File: config.mk
export PLATFORM = sky130hd
export DESIGN_NAME = i2c_register_byte_master_top_flat
export DESIGN_NICKNAME = d
export VERILOG_FILES = /design/src/rtl/core/i2crbm_pkg.sv /design/src/rtl/core/i2crbm_in_if.sv /design/src/rtl/core/i2crbm_out_if.sv /design/src/rtl/core/i2c_register_byte_master_top.sv /design/src/rtl/core/i2crbm_plan.sv /design/src/rtl/core/i2crbm_core.sv /design/src/flat_wrapper.sv
export SDC_FILE = /design/constraint.sdc
export NUM_CORES = 1
export LEC_CHECK = 0
export BUFFER_PORTS_ARGS = -buffer_cell sky130_fd_sc_hd__buf_2
export CAP_MARGIN = 20
export CORE_MARGIN = 2
export CORE_UTILIZATION = 49
export DETAILED_ROUTE_END_ITERATION = 10
export PLACE_DENSITY = 0.69
export SLEW_MARGIN = 20
export SYNTH_ARGS = -nofsm -noshare
export SYNTH_HDL_FRONTEND = slang
export SYNTH_SLANG_ARGS = --single-unit
File: constraint.sdc
create_clock -name clk -period 13.3 [get_ports clk]
set_input_delay 1.33 -clock clk [delete_from_list [all_inputs] [get_ports clk]]
set_output_delay 1.33 -clock clk [all_outputs]
set_load 0.05 [all_outputs]
File: src/rtl/core/i2crbm_pkg.sv
// types and constants shared by the i2c register byte master
`default_nettype none

package i2crbm_pkg;

  localparam logic [7:0] DEV_ADDR_RESET = 8'hD0;
  localparam int PHASE_W = 7;
  localparam int OFF_W   = 5;

  typedef enum logic [1:0] {
    CMD_TICK  = 2'd0,
    CMD_READ  = 2'd1,
    CMD_WRITE = 2'd2
  } cmd_t;

  typedef enum logic [1:0] {
    OP_IDLE  = 2'd0,
    OP_READ  = 2'd1,
    OP_WRITE = 2'd2
  } op_t;

  typedef enum logic [2:0] {
    SEG_START   = 3'd0,
    SEG_SEND    = 3'd1,
    SEG_RACK    = 3'd2,
    SEG_RESTART = 3'd3,
    SEG_WACK    = 3'd4,
    SEG_RECV    = 3'd5,
    SEG_STOP    = 3'd6
  } seg_t;

  typedef enum logic [1:0] {
    BYTE_DEVW = 2'd0,
    BYTE_REG  = 2'd1,
    BYTE_DATA = 2'd2,
    BYTE_DEVR = 2'd3
  } byte_sel_t;

  typedef struct packed {
    logic             found;
    seg_t             seg;
    byte_sel_t        sel;
    logic [OFF_W-1:0] off;
  } plan_t;

  typedef struct packed {
    logic       scl;
    logic       sda;
    logic       drive;
    logic       busy;
    logic       done;
    logic [7:0] rd_data;
    logic       last_ack;
  } res_t;

  // split a small offset into bit slot and position within the slot (divide by 3)
  function automatic logic [2:0] div3(input logic [OFF_W-1:0] v);
    logic [OFF_W+3:0] prod;
    prod = {4'd0, v} * 9'd11;
    return prod[OFF_W+2:OFF_W];
  endfunction

  function automatic logic [1:0] mod3(input logic [OFF_W-1:0] v);
    logic [OFF_W-1:0] q3;
    q3 = {2'd0, div3(v)} * 5'd3;
    return 2'(v - q3);
  endfunction

endpackage

`default_nettype wire

File: src/rtl/core/i2crbm_in_if.sv
// input channel interface: commands and tick items
`default_nettype none

interface i2crbm_in_if;
  logic       valid;
  logic       ready;
  logic [1:0] cmd;
  logic [7:0] reg_addr;
  logic [7:0] wr_data;
  logic       sda_in;

  modport source (output valid, output cmd, output reg_addr, output wr_data,
                  output sda_in, input ready);
  modport sink   (input valid, input cmd, input reg_addr, input wr_data,
                  input sda_in, output ready);
endinterface

`default_nettype wire

File: src/rtl/core/i2crbm_out_if.sv
// result channel interface: line levels and status per transfer
`default_nettype none

interface i2crbm_out_if;
  logic       valid;
  logic       ready;
  logic       scl_level;
  logic       sda_level;
  logic       sda_drive;
  logic       busy_res;
  logic       done_res;
  logic [7:0] rd_data;
  logic       last_ack;

  modport source (output valid, output scl_level, output sda_level, output sda_drive,
                  output busy_res, output done_res, output rd_data, output last_ack,
                  input ready);
  modport sink   (input valid, input scl_level, input sda_level, input sda_drive,
                  input busy_res, input done_res, input rd_data, input last_ack,
                  output ready);
endinterface

`default_nettype wire

File: src/rtl/core/i2c_register_byte_master_top.sv
// top level of the i2c register byte master
// a result is registered and appears in the cycle after its input transfer
// throughput: one item per cycle while the result side keeps up
// the state registers double as the result register, loaded only on a transfer
// reset (synchronous, active low): idle, lines high and driven, ack 1, address 0xd0
`default_nettype none

module i2c_register_byte_master_top import i2crbm_pkg::*; (
  input  logic       clk,
  input  logic       rst_n,
  input  logic       cfg_we,
  input  logic [7:0] cfg_wdata,
  i2crbm_in_if.sink    in_ch,
  i2crbm_out_if.source out_ch
);

  logic out_valid_r, out_valid_nxt;
  logic in_xfer;
  res_t res;

  assign in_ch.ready = !out_valid_r || out_ch.ready;
  assign in_xfer     = in_ch.valid && in_ch.ready;

  i2crbm_core u_core (
    .clk       (clk),
    .rst_n     (rst_n),
    .cfg_we    (cfg_we),
    .cfg_wdata (cfg_wdata),
    .step      (in_xfer),
    .cmd       (in_ch.cmd),
    .reg_addr  (in_ch.reg_addr),
    .wr_data   (in_ch.wr_data),
    .sda_in    (in_ch.sda_in),
    .res       (res)
  );

  always_comb begin
    out_valid_nxt = out_valid_r;
    if (in_xfer) out_valid_nxt = 1'b1;
    else if (out_ch.ready) out_valid_nxt = 1'b0;
  end

  always_ff @(posedge clk) begin
    if (!rst_n) begin
      out_valid_r <= 1'b0;
    end else begin
      out_valid_r <= out_valid_nxt;
    end
  end

  assign out_ch.valid     = out_valid_r;
  assign out_ch.scl_level = res.scl;
  assign out_ch.sda_level = res.sda;
  assign out_ch.sda_drive = res.drive;
  assign out_ch.busy_res  = res.busy;
  assign out_ch.done_res  = res.done;
  assign out_ch.rd_data   = res.rd_data;
  assign out_ch.last_ack  = res.last_ack;

endmodule

`default_nettype wire

File: src/rtl/core/i2crbm_plan.sv
// phase decoder: maps the phase counter onto a bus segment and offset
`default_nettype none

module i2crbm_plan import i2crbm_pkg::*; (
  input  op_t                op,
  input  logic [PHASE_W-1:0] phase,
  output plan_t              plan
);

  logic [PHASE_W-1:0] base;
  logic [PHASE_W-1:0] rel;

  always_comb begin
    plan.found = 1'b1;
    plan.seg   = SEG_START;
    plan.sel   = BYTE_DEVW;
    base       = '0;
    case (op)
      OP_WRITE: begin
        case (phase) inside
          [7'd0:7'd2]:   begin plan.seg = SEG_START; base = 7'd0; end
          [7'd3:7'd27]:  begin plan.seg = SEG_SEND; plan.sel = BYTE_DEVW; base = 7'd3; end
          [7'd28:7'd32]: begin plan.seg = SEG_RACK; base = 7'd28; end
          [7'd33:7'd57]: begin plan.seg = SEG_SEND; plan.sel = BYTE_REG; base = 7'd33; end
          [7'd58:7'd62]: begin plan.seg = SEG_RACK; base = 7'd58; end
          [7'd63:7'd87]: begin plan.seg = SEG_SEND; plan.sel = BYTE_DATA; base = 7'd63; end
          [7'd88:7'd92]: begin plan.seg = SEG_RACK; base = 7'd88; end
          [7'd93:7'd95]: begin plan.seg = SEG_STOP; base = 7'd93; end
          default:       plan.found = 1'b0;
        endcase
      end
      OP_READ: begin
        case (phase) inside
          [7'd0:7'd2]:    begin plan.seg = SEG_START; base = 7'd0; end
          [7'd3:7'd27]:   begin plan.seg = SEG_SEND; plan.sel = BYTE_DEVW; base = 7'd3; end
          [7'd28:7'd32]:  begin plan.seg = SEG_RACK; base = 7'd28; end
          [7'd33:7'd57]:  begin plan.seg = SEG_SEND; plan.sel = BYTE_REG; base = 7'd33; end
          [7'd58:7'd62]:  begin plan.seg = SEG_RACK; base = 7'd58; end
          [7'd63:7'd66]:  begin plan.seg = SEG_RESTART; base = 7'd63; end
          [7'd67:7'd91]:  begin plan.seg = SEG_SEND; plan.sel = BYTE_DEVR; base = 7'd67; end
          [7'd92:7'd94]:  begin plan.seg = SEG_WACK; base = 7'd92; end
          [7'd95:7'd121]: begin plan.seg = SEG_RECV; base = 7'd95; end
          [7'd122:7'd124]: begin plan.seg = SEG_STOP; base = 7'd122; end
          default:        plan.found = 1'b0;
        endcase
      end
      default: plan.found = 1'b0;
    endcase
    rel      = phase - base;
    plan.off = rel[OFF_W-1:0];
  end

endmodule

`default_nettype wire

File: src/rtl/core/i2crbm_core.sv
// transaction state, line levels and byte shifting for one phase per transfer
`default_nettype none

module i2crbm_core import i2crbm_pkg::*; (
  input  logic       clk,
  input  logic       rst_n,
  input  logic       cfg_we,
  input  logic [7:0] cfg_wdata,
  input  logic       step,
  input  logic [1:0] cmd,
  input  logic [7:0] reg_addr,
  input  logic [7:0] wr_data,
  input  logic       sda_in,
  output res_t       res
);

  logic [7:0]         dev_addr_r;
  op_t                op_r, op_nxt;
  logic [PHASE_W-1:0] phase_r, phase_nxt;
  logic [7:0]         shift_r, shift_nxt;
  logic [7:0]         addr_r, addr_nxt;
  logic [7:0]         data_r, data_nxt;
  logic [7:0]         rd_byte_r, rd_byte_nxt;
  logic               scl_r, scl_nxt;
  logic               sda_r, sda_nxt;
  logic               drv_r, drv_nxt;
  logic               ack_r, ack_nxt;
  logic               done_r, done_nxt;

  plan_t              plan;
  logic [OFF_W-1:0]   send_rel;
  logic [OFF_W-1:0]   recv_rel;
  logic [2:0]         bit_k;
  logic [1:0]         send_r;
  logic [1:0]         recv_r;
  logic [7:0]         cur_byte;

  i2crbm_plan u_plan (
    .op    (op_r),
    .phase (phase_r),
    .plan  (plan)
  );

  assign send_rel = plan.off - 5'd1;
  assign recv_rel = plan.off - 5'd2;
  assign bit_k    = div3(send_rel);
  assign send_r   = mod3(send_rel);
  assign recv_r   = mod3(recv_rel);

  always_comb begin
    case (plan.sel)
      BYTE_DEVW: cur_byte = {dev_addr_r[7:1], 1'b0};
      BYTE_REG:  cur_byte = addr_r;
      BYTE_DATA: cur_byte = data_r;
      default:   cur_byte = {dev_addr_r[7:1], 1'b1};
    endcase
  end

  always_comb begin
    op_nxt      = op_r;
    phase_nxt   = phase_r;
    shift_nxt   = shift_r;
    addr_nxt    = addr_r;
    data_nxt    = data_r;
    rd_byte_nxt = rd_byte_r;
    scl_nxt     = scl_r;
    sda_nxt     = sda_r;
    drv_nxt     = drv_r;
    ack_nxt     = ack_r;
    done_nxt    = done_r;
    if (step) begin
      done_nxt = 1'b0;
      case (cmd_t'(cmd))
        CMD_TICK: begin
          if (op_r != OP_IDLE) begin
            if (!plan.found) begin
              op_nxt    = OP_IDLE;
              phase_nxt = '0;
            end else begin
              phase_nxt = phase_r + 7'd1;
              case (plan.seg)
                SEG_START: begin
                  if (plan.off == 5'd0) scl_nxt = 1'b1;
                  else sda_nxt = (plan.off == 5'd1);
                end
                SEG_SEND: begin
                  if (plan.off == 5'd0) scl_nxt = 1'b0;
                  else if (send_r == 2'd0) sda_nxt = cur_byte[~bit_k];
                  else scl_nxt = (send_r == 2'd1);
                end
                SEG_RACK: begin
                  case (plan.off)
                    5'd0:    drv_nxt = 1'b0;
                    5'd1:    scl_nxt = 1'b1;
                    5'd2:    ack_nxt = sda_in;
                    5'd3:    scl_nxt = 1'b0;
                    default: drv_nxt = 1'b1;
                  endcase
                end
                SEG_RESTART: begin
                  if (plan.off == 5'd1) scl_nxt = 1'b1;
                  else sda_nxt = (plan.off != 5'd3);
                end
                SEG_WACK: begin
                  if (plan.off == 5'd0) sda_nxt = 1'b0;
                  else scl_nxt = (plan.off == 5'd1);
                end
                SEG_RECV: begin
                  if (plan.off == 5'd0) begin
                    scl_nxt   = 1'b0;
                    shift_nxt = '0;
                  end else if (plan.off == 5'd1) begin
                    drv_nxt = 1'b0;
                  end else if (plan.off == 5'd26) begin
                    drv_nxt     = 1'b1;
                    rd_byte_nxt = shift_r;
                  end else if (recv_r == 2'd0) begin
                    scl_nxt = 1'b1;
                  end else if (recv_r == 2'd1) begin
                    shift_nxt = {shift_r[6:0], sda_in};
                  end else begin
                    scl_nxt = 1'b0;
                  end
                end
                default: begin
                  if (plan.off == 5'd1) scl_nxt = 1'b1;
                  else sda_nxt = (plan.off == 5'd2);
                  // stop is always the final segment
                  if (plan.off == 5'd2) begin
                    op_nxt    = OP_IDLE;
                    phase_nxt = '0;
                    done_nxt  = 1'b1;
                  end
                end
              endcase
            end
          end
        end
        CMD_READ, CMD_WRITE: begin
          if (op_r == OP_IDLE) begin
            op_nxt    = (cmd_t'(cmd) == CMD_READ) ? OP_READ : OP_WRITE;
            phase_nxt = '0;
            addr_nxt  = reg_addr;
            data_nxt  = wr_data;
          end
        end
        default: ;
      endcase
    end
  end

  always_ff @(posedge clk) begin
    if (!rst_n) begin
      dev_addr_r <= DEV_ADDR_RESET;
      op_r       <= OP_IDLE;
      phase_r    <= '0;
      shift_r    <= '0;
      addr_r     <= '0;
      data_r     <= '0;
      rd_byte_r  <= '0;
      scl_r      <= 1'b1;
      sda_r      <= 1'b1;
      drv_r      <= 1'b1;
      ack_r      <= 1'b1;
      done_r     <= 1'b0;
    end else begin
      if (cfg_we) dev_addr_r <= cfg_wdata;
      op_r      <= op_nxt;
      phase_r   <= phase_nxt;
      shift_r   <= shift_nxt;
      addr_r    <= addr_nxt;
      data_r    <= data_nxt;
      rd_byte_r <= rd_byte_nxt;
      scl_r     <= scl_nxt;
      sda_r     <= sda_nxt;
      drv_r     <= drv_nxt;
      ack_r     <= ack_nxt;
      done_r    <= done_nxt;
    end
  end

  assign res.scl      = scl_r;
  assign res.sda      = sda_r;
  assign res.drive    = drv_r;
  assign res.busy     = (op_r != OP_IDLE);
  assign res.done     = done_r;
  assign res.rd_data  = rd_byte_r;
  assign res.last_ack = ack_r;

endmodule

`default_nettype wire

File: src/flat_wrapper.sv
// flat-port wrapper written by rule: the top's interface ports become plain ports
module i2c_register_byte_master_top_flat import i2crbm_pkg::*;
  (clk, rst_n, cfg_we, cfg_wdata, in_ch_valid, in_ch_cmd, in_ch_reg_addr, in_ch_wr_data, in_ch_sda_in, in_ch_ready, out_ch_valid, out_ch_scl_level, out_ch_sda_level, out_ch_sda_drive, out_ch_busy_res, out_ch_done_res, out_ch_rd_data, out_ch_last_ack, out_ch_ready);
  i2crbm_in_if in_ch_i ();
  i2crbm_out_if out_ch_i ();
  input  logic clk;
  input  logic rst_n;
  input  logic cfg_we;
  input  logic [7:0] cfg_wdata;
  input wire logic [$bits(in_ch_i.valid)-1:0] in_ch_valid;
  input wire logic [$bits(in_ch_i.cmd)-1:0] in_ch_cmd;
  input wire logic [$bits(in_ch_i.reg_addr)-1:0] in_ch_reg_addr;
  input wire logic [$bits(in_ch_i.wr_data)-1:0] in_ch_wr_data;
  input wire logic [$bits(in_ch_i.sda_in)-1:0] in_ch_sda_in;
  output wire logic [$bits(in_ch_i.ready)-1:0] in_ch_ready;
  output wire logic [$bits(out_ch_i.valid)-1:0] out_ch_valid;
  output wire logic [$bits(out_ch_i.scl_level)-1:0] out_ch_scl_level;
  output wire logic [$bits(out_ch_i.sda_level)-1:0] out_ch_sda_level;
  output wire logic [$bits(out_ch_i.sda_drive)-1:0] out_ch_sda_drive;
  output wire logic [$bits(out_ch_i.busy_res)-1:0] out_ch_busy_res;
  output wire logic [$bits(out_ch_i.done_res)-1:0] out_ch_done_res;
  output wire logic [$bits(out_ch_i.rd_data)-1:0] out_ch_rd_data;
  output wire logic [$bits(out_ch_i.last_ack)-1:0] out_ch_last_ack;
  input wire logic [$bits(out_ch_i.ready)-1:0] out_ch_ready;
  assign in_ch_i.valid = in_ch_valid;
  assign in_ch_i.cmd = in_ch_cmd;
  assign in_ch_i.reg_addr = in_ch_reg_addr;
  assign in_ch_i.wr_data = in_ch_wr_data;
  assign in_ch_i.sda_in = in_ch_sda_in;
  assign in_ch_ready = in_ch_i.ready;
  assign out_ch_valid = out_ch_i.valid;
  assign out_ch_scl_level = out_ch_i.scl_level;
  assign out_ch_sda_level = out_ch_i.sda_level;
  assign out_ch_sda_drive = out_ch_i.sda_drive;
  assign out_ch_busy_res = out_ch_i.busy_res;
  assign out_ch_done_res = out_ch_i.done_res;
  assign out_ch_rd_data = out_ch_i.rd_data;
  assign out_ch_last_ack = out_ch_i.last_ack;
  assign out_ch_i.ready = out_ch_ready;
  i2c_register_byte_master_top u_core (.clk(clk), .rst_n(rst_n), .cfg_we(cfg_we), .cfg_wdata(cfg_wdata), .in_ch(in_ch_i), .out_ch(out_ch_i));
endmodule
---- Word-level counts from Yosys, hierarchy flattened ----
Cells that the tools add are included.
word-level totals
  bits in registers ....................... 55
  bits of input ports ..................... 32
  output and inout bits ................... 16
  word-level logic and storage cells ...... 257
cells by class
  $add $sub $neg .......................... 6
  multipliers ............................. 4
  order comparisons ....................... 26
  eq/ne operators ......................... 41
  multiplexer cells ....................... 121
  bitwise operators ....................... 4
  reductions and logical operators ........ 42
operators with widths
  kind                                                               count
  two-way mux 5 bit                                                  18
  less-or-equal comparator 7 bit, second input constant              8
  two-way mux 3 bit                                                  18
  two-way mux 1 bit                                                  44
  greater-or-equal comparator 7 bit, second input constant           6
  two-way mux 8 bit                                                  5
  two-way mux 2 bit                                                  19
  two-way mux 7 bit                                                  5
  != test 2 bit, second input constant                               14
  case mux 8 bit (3 select lines)                                    1
  greater-or-equal comparator 7 x 6 -> 1 bit, second input constant  3
  less-or-equal comparator 7 x 6 -> 1 bit, second input constant     3
  case mux 5 bit (2 select lines)                                    2
  != test 3 bit, second input constant                               6
  multiplier 5 x 4 -> 8 bit, second input constant                   2
  AND reduction 8 bit                                                2
  logical AND 1 bit                                                  14
  case mux 7 bit (2 select lines)                                    1
  AND reduction 12 bit                                               1
  AND reduction 6 bit                                                2
  AND reduction 11 bit                                               1
  equality test 2 x 1 -> 1 bit, second input constant                5
  equality test 5 x 2 -> 1 bit, second input constant                2
  logical NOT 2 bit                                                  5
  40 further kinds                                                   57

---- Longest topological paths before layout ----
  word-level depth ........................ 25
  gate-level depth with buffers ........... 37
  gate-level depth less buffers ........... 34

---- Modules after synthesis ----
A second synthesis with hierarchy kept.
unflattened totals
  cells, all modules ...................... 535
  area total of the unflattened synthesis .. 4377.9 µm²
by module, submodules not included
  module                        times used  cells an instance  area an instance (µm²)  sequential area each (µm²)
  i2crbm_core                   1           413                3548.4                  1061.0
  i2crbm_plan                   1           117                772.0                   0.0
  i2c_register_byte_master_top  1           5                  57.6                    20.0

---- Least setup slack after synthesis ----
OpenSTA, ideal clock, no wires.
  kind .................................... register to register
  start point ............................. reg u_core.u_core.phase_r[1]
  end point ............................... reg u_core.u_core.shift_r[1]
  setup time .............................. 0.128 ns
  arrival time ............................ 7.264 ns
  data required time ...................... 13.172 ns
  setup slack ............................. 5.909 ns
  stages on the path, launching flop included .. 34
  buffers on the path ..................... 4
  period minus slack after synthesis ...... 7.391 ns
  path through ............................ dfxtp_1 buf_6 inv_1 ha_1 o31a_1 and2_1 buf_6 o311ai_0 a31o_2 buf_2 o21ai_0 ha_1 fa_1 xor2_1 ha_1 xnor3_1 ha_1 inv_1 fa_1 inv_1 ha_1 a21o_1 xor2_1 ha_1 xnor2_1 xnor2_1 xnor2_1 xnor2_1 nand2b_1 o21a_1 or4b_1 buf_2 a22oi_1 nor2_1
between the ends
  longest elaborated chain between the ends .. 21
  elaborated cells between the ends (all ways) .. 112
  classes of those cells .................. add/sub: 3; mul: 2; order compare: 25; eq/ne: 7; mux: 58; reduce/logical: 17
ends and longest elaborated chain
  item                                                                                                         line                                    RTL
  start: declaration                                                                                           i2crbm_core.sv:19                       logic [PHASE_W-1:0] phase_r, phase_nxt;
  start signal: assignment                                                                                     i2crbm_core.sv:169                      phase_r <= phase_nxt;
  greater-or-equal comparator 7 bit (no source line) / less-or-equal comparator 7 bit (equally long branches)  --
  logical AND 1 bit (no source line)                                                                           --
  two-way mux 5 bit (10 in series)                                                                             i2crbm_plan.sv:33                       case (phase) inside
  case mux 5 bit (2 select lines)                                                                              i2crbm_plan.sv:18                       case (op)
  subtractor 5 bit                                                                                             i2crbm_plan.sv:49                       rel = phase - base;
  subtractor 5 x 2 -> 5 bit                                                                                    i2crbm_core.sv:45                       assign recv_rel = plan.off - 5'd2;
  multiplier 5 x 4 -> 8 bit                                                                                    i2crbm_pkg.sv:59                        prod = {4'd0, v} * 9'd11;
  multiplier 3 x 2 -> 2 bit                                                                                    i2crbm_pkg.sv:65                        q3 = {2'd0, div3(v)} * 5'd3;
  subtractor 2 bit                                                                                             i2crbm_pkg.sv:66                        return 2'(v - q3);
  equality test 2 x 1 -> 1 bit / logical NOT 2 bit (equally long branches)                                     i2crbm_core.sv:119, i2crbm_core.sv:117
  nonzero test 2 bit (no source line) / != test 2 bit (equally long branches)                                  --
  AND reduction 9 bit (no source line)                                                                         --
  end signal: assignment                                                                                       i2crbm_core.sv:170                      shift_r <= shift_nxt;
  end: declaration                                                                                             i2crbm_core.sv:20                       logic [7:0] shift_r, shift_nxt;
Parallel ways exist; a longest one is shown, timed or not.
A chain may end at the register's enable or synchronous reset.

---- Worst setup path after layout ----
  start point ............................. reg u_core.u_core.phase_r[1]
  end point ............................... reg u_core.u_core.shift_r[7]
The elaborated chain is that of the path after synthesis.

==> flow_results.xml <==
<?xml version="1.0" encoding="UTF-8"?>
<metrics>
  <group name="cts">
    <metric name="cts-buffers-inserted" unit="">5</metric>
    <metric name="setup_buffers_after_cts" unit="">0</metric>
    <metric name="clock_latency" unit="ps">300</metric>
    <metric name="clkSlewWorstSetupHoldPaths" unit="ps">100</metric>
    <metric name="total_clock_sinks" unit="">54</metric>
    <metric name="ctsHoldBuffers" unit="">0</metric>
    <metric name="ctsHtreeMaxLevel" unit="">2</metric>
    <metric name="cts-root-buf" unit="">sky130_fd_sc_hd__clkbuf_8</metric>
    <metric name="tritoncts" unit="">built</metric>
    <metric name="ctsLongestPathBuffers" unit="">2</metric>
    <metric name="cts-resized-gates" unit="">0</metric>
  </group>
  <group name="yosys">
    <metric name="synth_seq_cells" unit="">54</metric>
    <metric name="mappedNetlistArea" unit="µm²">4586</metric>
    <metric name="synth.yosys.warnings" unit="">0</metric>
    <metric name="synth.top_cell.area_share" unit="">0.2357</metric>
    <metric name="synthesis.area_per_instance" unit="µm²">7.989</metric>
    <metric name="synth_edf_count" unit="">0</metric>
    <metric name="postSynthNetCount" unit="">650</metric>
    <metric name="synth_seq_area_share" unit="">0.2357</metric>
    <metric name="synthCells" unit="">574</metric>
    <metric name="yosysTopAreaCell" unit="">sky130_fd_sc_hd__dfxtp_1</metric>
    <metric name="synth.distinct_cells" unit="">74</metric>
    <metric name="postSynth.asyncResetShare" unit="">0</metric>
    <metric name="synthFlopType" unit="">sky130_fd_sc_hd__dfxtp_1</metric>
    <metric name="synth_area_leaders" unit="">sky130_fd_sc_hd__dfxtp_1 (24%), sky130_fd_sc_hd__ha_1 (11%), sky130_fd_sc_hd__nand2_1 (6.0%)</metric>
  </group>
  <group name="power_and_ir_drop">
    <metric name="netSwitchingPower" unit="µW">74.27</metric>
    <metric name="p_leak" unit="µW">0.002070</metric>
    <metric name="cellPowerDensity" unit="nW/µm²">59.86</metric>
    <metric name="intPower" unit="µW">220.0</metric>
    <metric name="sw_frac_of_total" unit="">0.2524</metric>
    <metric name="share_seq_of_total_power" unit="">0.573</metric>
    <metric name="comb_power_share" unit="">0.096</metric>
    <metric name="p_clk_frac" unit="">0.331</metric>
    <metric name="irDropWorstVdd" unit="µV">42.70</metric>
  </group>
  <group name="drt">
    <metric name="drt-wirelength-per-cell" unit="µm">16.28</metric>
    <metric name="detail_route.first_pass.iterations" unit="">4</metric>
    <metric name="final_routed_wirelength" unit="mm">11.54</metric>
    <metric name="detailroute.via_count" unit="">4245</metric>
    <metric name="avgViaCountPerCell" unit="">5.987</metric>
    <metric name="route.antenna.remaining_nets" unit="">0</metric>
    <metric name="initialDrtViolationCount" unit="">192</metric>
    <metric name="drt_drc" unit="">0</metric>
  </group>
  <group name="sta">
    <metric name="skew" unit="ps">9.860</metric>
    <metric name="period_needed" unit="ps">8606</metric>
    <metric name="final-hold-violation-count" unit="">0</metric>
    <metric name="maxClockFrequency" unit="MHz">116.2</metric>
    <metric name="setup_total_negative_slack" unit="ps">0</metric>
    <metric name="tightest_slew" unit="ps">774.8</metric>
    <metric name="grt_setup_unrepaired" unit="">no</metric>
    <metric name="layout_worst_path_cycle_share" unit="">0.6471</metric>
    <metric name="finalSetupViolations" unit="">0</metric>
    <metric name="worst_slew_margin_rel" unit="">0.4795</metric>
    <metric name="timing_max_transition_violations_final" unit="">0</metric>
  </group>
  <group name="status">
    <metric name="status" unit="">finished clean</metric>
  </group>
  <group name="flow_run">
    <metric name="timing.max_cap.violations" unit="">0</metric>
  </group>
  <group name="grt">
    <metric name="globalRouteTotalUtil" unit="">0.2326</metric>
    <metric name="initial_antenna_violation_count" unit="">0</metric>
    <metric name="via_count_of_the_first_global_routing_pass" unit="">4108</metric>
    <metric name="grt_start_max_net_pins" unit="">26</metric>
    <metric name="grt_first_pass_wirelength" unit="mm">19.20</metric>
    <metric name="grt_remaining_overflow" unit="">0</metric>
  </group>
  <group name="min_path">
    <metric name="whs_endpoint" unit="">u_core.u_core.done_r</metric>
    <metric name="timing.hold.worst.start" unit="">u_core.u_core.done_r</metric>
    <metric name="worstHoldPathType" unit="">register to register</metric>
    <metric name="hold-path-cell-count" unit="">2</metric>
  </group>
  <group name="place">
    <metric name="routabilityCongestion" unit="">1.003</metric>
    <metric name="io_buffer_count" unit="">46</metric>
    <metric name="placed_cell_area" unit="µm²">4817</metric>
    <metric name="place.detailed.hpwl" unit="mm">9.170</metric>
  </group>
  <group name="finish">
    <metric name="layout.cells.most_common" unit="">sky130_fd_sc_hd__nand2_1</metric>
    <metric name="syn_to_final_growth" unit="%">7.203</metric>
    <metric name="finish.net_count" unit="">673</metric>
    <metric name="fill_cells" unit="">882</metric>
    <metric name="mostFrequentLayoutCells" unit="">sky130_fd_sc_hd__nand2_1 (73), sky130_fd_sc_hd__dfxtp_1 (54), sky130_fd_sc_hd__nor2_1 (47), sky130_fd_sc_hd__buf_2 (46), sky130_fd_sc_hd__a21oi_1 (44)</metric>
    <metric name="final_cell_area" unit="µm²">4916</metric>
    <metric name="drive_above_1_share" unit="">0.1304</metric>
    <metric name="antennaDiodeCount" unit="">0</metric>
  </group>
  <group name="die">
    <metric name="initial_utilization" unit="">0.5010</metric>
    <metric name="placementRows" unit="">35</metric>
    <metric name="core-area" unit="µm²">9153</metric>
    <metric name="design.portCount" unit="">48</metric>
    <metric name="die_w" unit="µm">100.7</metric>
    <metric name="die_height" unit="µm">100.7</metric>
    <metric name="die_area" unit="µm²">10150</metric>
  </group>
  <group name="critical_path">
    <metric name="crit_path_start_kind" unit="">register</metric>
    <metric name="ff2ff_setup_slack" unit="ps">4690</metric>
    <metric name="regToRegEndpoint" unit="">u_core.u_core.shift_r[7]</metric>
    <metric name="cp-end-kind" unit="">register</metric>
    <metric name="crit_arrival" unit="ps">8790</metric>
    <metric name="cp_slowest_cell" unit="">sky130_fd_sc_hd__dfxtp_1</metric>
    <metric name="maximum_fanout_along_the_worst_path" unit="">19</metric>
    <metric name="criticalPathCategory" unit="">register to register</metric>
    <metric name="r2r-start" unit="">u_core.u_core.phase_r[1]</metric>
    <metric name="ff2ff_path_depth" unit="">32</metric>
    <metric name="critPathRequiredTime" unit="ps">13490</metric>
    <metric name="max_stage_delay" unit="ps">740</metric>
  </group>
</metrics>
==> through the flow <==
stage / utilization / hold WS (ps) / worst slack [ps] / total power [µW] / instances
2_1_floorplan: - / 433.1 / 5909 / 190.8 / 574
3_3_place_gp: 0.5263 / 443.3 / 5007 / 199.8 / 701
3_5_place_dp: 0.5263 / 454.8 / 4769 / 200.8 / 701
4_1_cts: 0.5371 / 469.1 / 4731 / 297.9 / 709
5_1_grt: 0.5371 / 494.5 / 4115 / 309.6 / 709
6_report: 0.5371 / 467.7 / 4694 / 294.3 / 709
==> state kept, by name (all words and copies together) (netlist names) <==
name,count
u_core.u_core.ack_r,1
u_core.u_core.data_r,8
u_core.out_ch.valid,1
u_core.u_core.addr_r,8
u_core.u_core.sda_r,1
u_core.u_core.op_r,2
u_core.u_core.drv_r,1
u_core.u_core.dev_addr_r,7
u_core.u_core.scl_r,1
u_core.u_core.shift_r,8
u_core.u_core.phase_r,7
u_core.u_core.rd_byte_r,8
u_core.u_core.done_r,1
==> how the worst max path moves through the flow <==
stage                                  start                       end  slack (ps)  depth (start not counted)
floorplan           u_core.u_core.phase_r[1]  u_core.u_core.shift_r[1]        5910                         33
global placement    u_core.u_core.phase_r[1]  u_core.u_core.shift_r[2]        5010                         32
detailed placement  u_core.u_core.phase_r[1]  u_core.u_core.shift_r[3]        4770                         32
CTS                 u_core.u_core.phase_r[1]  u_core.u_core.shift_r[3]        4730                         32
global route        u_core.u_core.phase_r[1]  u_core.u_core.shift_r[0]        4110                         32
finish              u_core.u_core.phase_r[1]  u_core.u_core.shift_r[7]        4690                         32
==> cell families after synthesis <==
kind of cell	synth area share
flip-flops	0.2357
XOR/XNOR	0.05266
adder cells (fa/ha/maj)	0.1250
AO/OA/AOI/OAI	0.2472
multiplexers	0.06958
buffers and inverters	0.05784
AND/OR/NAND/NOR	0.2120
==> layout make-up <==
cell class	instances	area, µm²	area share
clock inverters	2	16.27	0.003309
well taps	111	138.9	0.02825
multi-input cells	458	3239	0.6589
clock buffers	6	82.58	0.01680
inverters	30	112.6	0.02291
flip-flops and latches	54	1081	0.2199
repair buffers	48	245.2	0.04989
==> metal layers <==
| metal | track usage | vias to the layer above | routed length [µm] |
|---|---|---|---|
| met5 | 0 | - | 0 |
| met4 | 0.07798 | 0 | 279 |
| met3 | 0.03606 | 18 | 415 |
| met2 | 0.4062 | 101 | 5690 |
| met1 | 0.2913 | 2016 | 5155 |
| li1 | - | 2110 | - |
==> worst max-delay path: cells and delay by family, from the launching register on <==
kind            cells  cell delay, ps
compound gates      8            2070
xor+xnor            7            1390
fa+ha+maj           6            2000
buf+inv             3             330
flops               1             740
mux                 1             300
simple gates        7            1660
==> power groups by stage <==
stage / clock, µW / sequential (µW) / combinational [µW]
finish: 97.4 / 169 / 28.1
global route: 109 / 169 / 31.7
CTS: 101 / 169 / 28.4
detailed placement: 0 / 172 / 28.3
global placement: 0 / 172 / 27.5
floorplan: 0 / 172 / 18.7
==> cell usage after synthesis, drive strengths merged (7+ instances only) <==
cell type and count:
a22oi 8, o21ai 22, xor2 7, xnor2 18, buf 12, inv 30
and3 7, nand2 73, nand3 18, and2 7, o211ai 7, dfxtp 54
nand2b 11, a21oi 44, ha 41, clkbuf 20, mux2i 24, nor2 47
a31oi 7
(Power assumes the default switching activity.)
